File: src/rtl/bffca_pkg.sv
`timescale 1ns / 1ps
`default_nettype none
package bffca_pkg;

    localparam int NUM_CHUNKS   = 4096;
    localparam int CHUNK_BYTES  = 32;
    localparam int HEADER_BYTES = 4;
    localparam int GROUP_SIZE   = 8;

    localparam int NUM_GROUPS   = NUM_CHUNKS / GROUP_SIZE;
    localparam int CHUNK_W      = $clog2(NUM_CHUNKS);
    localparam int GROUP_W      = $clog2(NUM_GROUPS);
    localparam int BIT_W        = $clog2(GROUP_SIZE);
    localparam int CHUNK_SHIFT  = $clog2(CHUNK_BYTES);

    localparam int REQ_W        = 20;
    localparam int OFFSET_W     = 17;
    localparam int LEN_W        = 13;
    localparam int FREE_W       = 18;
    localparam int UG_W         = 10;
    localparam int REAL_W       = REQ_W + 1;

    localparam logic [UG_W-1:0] USABLE_GROUPS_RESET = UG_W'(512);

    localparam logic FUNC_ALLOC = 1'b0;
    localparam logic FUNC_FREE  = 1'b1;

    typedef enum logic [1:0] {
        ST_OK       = 2'd0,
        ST_OOM      = 2'd1,
        ST_BAD_FREE = 2'd2
    } t_status;

    typedef struct packed {
        logic                func;
        logic [REQ_W-1:0]    request_bytes;
        logic [OFFSET_W-1:0] release_offset;
    } t_in_item;

    typedef struct packed {
        logic [1:0]          status;
        logic [OFFSET_W-1:0] block_offset;
        logic [LEN_W-1:0]    granted_chunks;
        logic [FREE_W-1:0]   free_bytes;
    } t_out_item;

    typedef struct packed {
        logic [LEN_W-1:0]   run;
        logic [CHUNK_W-1:0] first;
    } t_scan_state;

    typedef struct packed {
        logic               hit;
        logic [CHUNK_W-1:0] hit_first;
        t_scan_state        next;
    } t_scan_res;

endpackage
`default_nettype wire

File: src/rtl/bffca_group_scan.sv
`timescale 1ns / 1ps
`default_nettype none
module bffca_group_scan
    import bffca_pkg::*;
(
    input  wire logic [GROUP_SIZE-1:0] i_bits,
    input  wire logic [GROUP_W-1:0]    i_group,
    input  wire logic [LEN_W-1:0]      i_need,
    input  wire t_scan_state           i_state,
    output t_scan_res                  o_res
);

    // Walk one group low bit first, carrying the free run across groups.
    always_comb begin
        logic [LEN_W-1:0]   run;
        logic [CHUNK_W-1:0] first;
        logic [CHUNK_W-1:0] c;
        run   = i_state.run;
        first = i_state.first;
        o_res = '0;
        for (int b = 0; b < GROUP_SIZE; b++) begin
            c = {i_group, BIT_W'(b)};
            if (i_bits[b]) begin
                run = '0;
            end else begin
                if (run == '0) begin
                    first = c;
                end
                run = run + LEN_W'(1);
                if (!o_res.hit && run == i_need) begin
                    o_res.hit       = 1'b1;
                    o_res.hit_first = first;
                end
            end
        end
        o_res.next.run   = run;
        o_res.next.first = first;
    end

endmodule
`default_nettype wire

File: config.mk
export PLATFORM = sky130hd
export DESIGN_NAME = bffca_group_scan
export DESIGN_NICKNAME = d
export VERILOG_FILES = /design/src/rtl/bffca_pkg.sv /design/src/rtl/bffca_group_scan.sv
export SDC_FILE = /design/constraint.sdc
export NUM_CORES = 1
export LEC_CHECK = 0
export BUFFER_PORTS_ARGS = -buffer_cell sky130_fd_sc_hd__buf_4
export CAP_MARGIN = 10
export CELL_PAD_IN_SITES_DETAIL_PLACEMENT = 1
export CELL_PAD_IN_SITES_GLOBAL_PLACEMENT = 1
export CORE_MARGIN = 2
export CORE_UTILIZATION = 44
export DETAILED_ROUTE_END_ITERATION = 8
export PLACE_DENSITY_LB_ADDON = 0.1
export SYNTH_ARGS = -nofsm -noshare
export SYNTH_HDL_FRONTEND = slang
export SYNTH_SLANG_ARGS = --single-unit
File: constraint.sdc
create_clock -name vclk -period 20.8
set_clock_uncertainty 0.1 [all_clocks]
set_input_delay 6.24 -clock vclk [all_inputs]
set_output_delay 6.24 -clock vclk [all_outputs]
set_load 0.005 [all_outputs]
==> results of run 1 <==
[per-stage QoR]
| step | hold WS [ps] | power (mW) | setup WS (ps) | utilization, % | instance area [um2] |
|---|---|---|---|---|---|
| after global routing | 12700 | 0.148 | 35.2 | 50.4 | 7300 |
| after floorplan | 12410 | 0.0916 | 1470 | - | 6500 |
| after CTS | 12680 | 0.133 | 413 | 50.0 | 7240 |
| after global placement | 12670 | 0.130 | 526 | 50.0 | 7240 |
| after detailed placement | 12680 | 0.132 | 430 | 50.0 | 7240 |
| final | 12680 | 0.135 | 557 | 50.4 | 7300 |
[per-layer routing]
metal  part of all wire (%)  vias to the layer above
met3                    4.8                       14
li1                       -                     3591
met1                     51                     3603
met2                     44                      175
met5                      0                        -
met4                   0.62                        0
[repair_timing]
action,CTS,global route
buffers inserted,0,1
resized for setup,0,12
setup endpoints to repair,0,21
[critical path, delay by kind of cell]
family / cells / cell delay, ps
AND/OR/NAND/NOR: 12 / 3060
adder cells (fa/ha/maj): 4 / 1540
AO/OA/AOI/OAI: 4 / 1390
XOR/XNOR: 2 / 740
buffers and inverters: 5 / 650
multiplexers: 1 / 260
[kinds of logic after synthesis]
group,synth area share (%)
simple gates,37.1
compound gates,23.7
xor+xnor,24.3
buf+inv,6.52
mux,5.27
fa+ha+maj,3.08
[power by group]
part,internal [mW],switching (mW)
combinational,0.0539,0.0814
sequential,0,0
clock,0,0
total,0.0539,0.0814
[final timing paths]
kind	endpoint	slack, ps	cells after the start
worst max-delay path	o_res[30]	560	28
worst min-delay path	o_res[7]	12680	3
[synthesized netlist by cell type (all sizes together), types with 6 or more instances]
| cell type | instances |
|---|---|
| o211ai | 8 |
| o21a | 7 |
| nor3b | 7 |
| a211oi | 14 |
| nand4 | 30 |
| a21boi | 6 |
| mux2i | 17 |
| ha | 16 |
| nor4 | 36 |
| nand2 | 66 |
| and3 | 15 |
| nor3 | 48 |
| inv | 42 |
| and2 | 16 |
| nor4b | 13 |
| buf | 27 |
| or4 | 13 |
| nand3 | 40 |
| o31ai | 15 |
| or3 | 13 |
| or2 | 9 |
| mux2 | 15 |
| a21o | 11 |
| nand2b | 7 |
| o21ai | 29 |
| a21oi | 34 |
| a211o | 7 |
| xor2 | 62 |
| clkbuf | 28 |
| nor2 | 71 |
| o32ai | 9 |
| nor2b | 12 |
| xnor2 | 109 |
[final cells by class]
type                       instances  share of cell area, %
timing repair buffer             103                   10.6
inverter                          44                   2.26
tap                              184                   3.15
multi-input combinational        840                   84.0
==> impl_results.md, run 1 <==
* DRC at 0
* Critical Path Fanout Max at 15
* Synth unique cells at between 90 and 100
* Register area share after synthesis at 0%
* Total grt overflow at 0
* Initial antenna violation count at 0
* Post-CTS Hold Buffers at 0
* Global routing met1 resource utilization at 43.1%
* Crit Path Class: input pin to primary output
* GP Congestion at 0.914
* Slowest CP cell: or4_1
* NumNets Final at 1060
* Area contributors post-synth: xnor2_1, xor2_1, nor2_1
* Final min period at 20240 ps
* DP HPWL at roughly 19 mm
* Fmax at a little under 50 MHz
* CP Capture Type: primary output
* Slew Viols, Final at 0
* Outcome: completed
* Max-cap violations at 0
* CP max stage delay at 610 ps
* RSZ-0062 raised after global routing: false
* Final non-filler cell total at 1171
* Clk_buf instances at 0
* GR Util met2 at 43.5%
* Top cell type's share of synthesized area at 14.3%
* Routed vias at 7383
* Register area at 0 um2
* Leakage at 2.69 nW
* Count of flip-flops and latches at 0
* Area Overhead vs Synth at 12.3%
* Arr. time, crit path at 13900 ps
* Port bufs at 93
* DR WL/cell at slightly below 20 um
* Antenna diodes at 0
* Mapped cell area at roughly 6500 um2
* TNS Setup at 0 ps
* CP startpoint kind: input pin
* Post-DRT Antenna Nets at 0
* Detailed Route WL at 22.5 mm
* Final setup violation count at 0
* Area taken by multi-input logic gates at ~6000 um2
* Leading area contributor after synthesis: xnor2_1
* Initial Util at 44.9%
* Drt via density at 6.30
* First-pass GRT wire length at 37.5 mm
* Largest net degree at the start of global routing at 31
* Area of the die at 15800 um2
* Synth warnings at 0
* Most common cell after layout, fill and taps aside: xnor2_1
* Worst vdd ir at 11.3 uV
* Total GRT Usage at between 20% and 30%
* Rows at 44
* Share of layout cells above drive strength 1 at roughly 18%
* Most frequent cells in the layout: xnor2_1, buf_4, nor2_1
* Die width at approximately 130 um
* Gate Count Post-Synth at roughly 940
* Filler instances at between 1500 and 2000
* Worst Setup SP: i_state[12]
* Final hold vios at 0
* Pwr dens at 18.5 nW/um2
* Chip Height at 126 um
* Syn nets at 1010
* Post-Place Cells at 1170
* Core Area at 14500 um2
* Number of global-route vias before repair at ~7200
* Average size of a mapped cell at 6.93 um2
* Min-delay src: i_state[7]
* # IOs at between 90 and 100
* Layer with the highest usage: met2
* Critical path required time at 14460 ps
* Worst Tran Pin Value at about 990 ps
* DR pass1 iterations at 5
* Tcrit/Tclk final at 97.3%
* Violation count after the first detailed-route iteration at 414
* Global Route met3 Usage at 1.97%
* Relative slew slack at 33.3%
* Hold WC Path Type: input pin to primary output
Note: power is estimated with default switching activity, not from simulation.
==> inputs of run 2 (changes only) <==
Settings changed: ABC_AREA set to 1, CELL_PAD_IN_SITES_DETAIL_PLACEMENT 1 to 0, CORE_UTILIZATION 44 to 40.
==> run 2 against run 1 <==
Final area increased by 27%. Sequential cell count unchanged. Synthesized cell count increased by 95%. Critical path depth increased by 16. Area after synthesis increased by 32%. Global-route usage decreased by 2.1 points. Worst hold slack improved by 150 ps. Maximum frequency increased by 7.3%. Utilization decreased by 6.2 points. Final cell count increased by 82%. Worst setup slack improved by 1400 ps. Largest power group unchanged.
==> impl_results.md, run 2 <==
* Violation count after the first detailed-route iteration at 584 (+41%)
* Outcome: completed
* Area contributors post-synth: nand2_1, nand3_1, nor2_1
* Final min period at 18870 ps (-1380 ps)
* Relative slew slack at 43.0% (+9.7 points)
* # IOs at 93 (unchanged)
* Synth unique cells at 38 (-60%)
* Post-CTS Hold Buffers at 0 (unchanged)
* Post_cts resized at 0 (unchanged)
* Largest net degree at the start of global routing at 29 (-6.5%)
* Slowest CP cell: nor2_1
* Synth warnings at 0 (unchanged)
* Core Area at 21000 um2 (+45%)
* DP Area at 9300 um2 (+28%)
* Share of layout cells above drive strength 1 at 14.8% (-3.4 points)
* Area taken by multi-input logic gates at 7320 um2 (+19%)
* Initial antenna violation count at 0 (unchanged)
* Worst vdd ir at 14.1 uV (+25%)
* Post CTS Setup Buffer Count at 0 (unchanged)
* Post-DRT Antenna Nets at 0 (unchanged)
* Worst Tran Pin Value at 850 ps (-138 ps)
* DR pass1 iterations at 6 (+1)
* Critical Path Fanout Max at 12 (-3)
* Filler instances at 2503 (+30%)
* Routed vias at 11200 (+52%)
* Critical path required time at 14460 ps (about the same)
* Final hold vios at 0 (unchanged)
* Hold path cells at 3 (unchanged)
* Tcrit/Tclk final at 90.7% (-6.6 points)
* Most frequent cell after synthesis: nand2_1
* Pwr Total at 185 uW (+37%)
* Area Overhead vs Synth at 8.54%
* Count of flip-flops and latches at 0 (unchanged)
* Total GRT Usage at 25.6% (-2.1 points)
* NumNets Final at 1934 (+82%)
* Register area share after synthesis at 0% (unchanged)
* Arr. time, crit path at 12530 ps (-1370 ps)
* Number of global-route vias before repair at 10500 (+46%)
* CP max stage delay at 520 ps (-90 ps)
* Total grt overflow at 0 (unchanged)
* Rows at 53 (+20%)
* Top cell type's share of synthesized area at 27.7% (+13 points)
* Slew Viols, Final at 0 (unchanged)
* Mapped cell area at 8570 um2 (+32%)
* Syn nets at 1901 (+88%)
* Pwr dens at 19.9 nW/um2 (+7.5%)
* CP Capture Type: primary output
* Max-cap violations at 0 (unchanged)
* Finished Cell Area at 9300 um2 (+27%)
* Chip Height at 150 um (+20%)
* Antenna diodes at 0 (unchanged)
* Most frequent cells in the layout: nand2_1, nor2_1, nand3_1
* RSZ-0062 raised after global routing: false
* Die width at 150 um (+20%)
* DRC at 0 (unchanged)
* Hold WC Path Type: input pin to primary output
* Leakage at 5.05 nW (+88%)
* Clk_buf instances at 0 (unchanged)
* Most common cell after layout, fill and taps aside: nand2_1
* Register area at 0 um2 (unchanged)
* Crit Path Class: input pin to primary output
* TNS Setup at 0 ps (unchanged)
* Detailed Route WL at 29.2 mm (+30%)
* Final setup violation count at 0 (unchanged)
* Port bufs at 93 (unchanged)
* CP startpoint kind: input pin
* Average size of a mapped cell at 4.68 um2 (-32%)
* Initial Util at 40.8% (-4.2 points)
* Fmax at 53.0 MHz (+7.3%)
* Leading area contributor after synthesis: nand2_1
* First-pass GRT wire length at 48.8 mm (+30%)
* GP Congestion at 0.859 (-6.0%)
* Gate Count Post-Synth at 1830 (+95%)
* DR WL/cell at 13.7 um (-29%)
* Synth cell count leaders: nand2_1, nor2_1, nand3_1
* Area of the die at 22600 um2 (+43%)
* Drt via density at 5.24 (-17%)
* DP HPWL at 24.6 mm (+33%)
run 2: cell count changes in the layout (fill, tap and decap cells not counted), moves of 62 or more:
cell	delta
o21ai_0	+71
nand2_1	+567
nand3_1	+168
nand2_2	+62
inv_1	+146
xnor2_1	-104
nor2_1	+148
run 2: path summary, 6_finish.rpt:
path | startpoint | endpoint | slack (ps)
setup / recovery | i_state[12] | o_res[34] | 1930
hold / removal | i_bits[7] | o_res[17] | 12820
run 2: metal layers:
metal	track usage [%]	wire, um
met5	0	0
met1	33.4	13400
met4	5.33	702
met2	47.1	14100
met3	0.394	1050
run 2: cell families after synthesis:
kind of cell / share of synthesized area (%)
and+or+nand+nor: 68.4
buffers and inverters: 14.5
AOI/OAI and AO/OA: 12.0
xor gates and xnor gates: 2.66
adders and majority gates: 2.34
run 2: layout make-up:
type	count	area share, %
Inverter	245	9.89
Multi-Input combinational cell	1521	78.7
Timing Repair Buffer	95	7.67
Tap cell	275	3.70
run 2: report_power, final:
part	switching (mW)	internal, mW
Combinational	0.124	0.0616
Sequential	0	0
Clock	0	0
run 2: critical path: cells and delay by family:
kind          cells  cell delay [ps]
buf+inv          13             1020
fa+ha+maj         6             1830
simple gates     25             3430
run 2: metrics by stage:
stage / hold WS [ps] / utilization, % / instances / setup WS (ps)
after global placement: 12820 / 44.2 / 2136 / 2080
after floorplan: 12500 / - / 1830 / 2880
after detailed placement: 12820 / 44.2 / 2136 / 1920
final: 12820 / 44.2 / 2136 / 1930
after global routing: 12850 / 44.2 / 2136 / 1070
after CTS: 12820 / 44.2 / 2136 / 1920
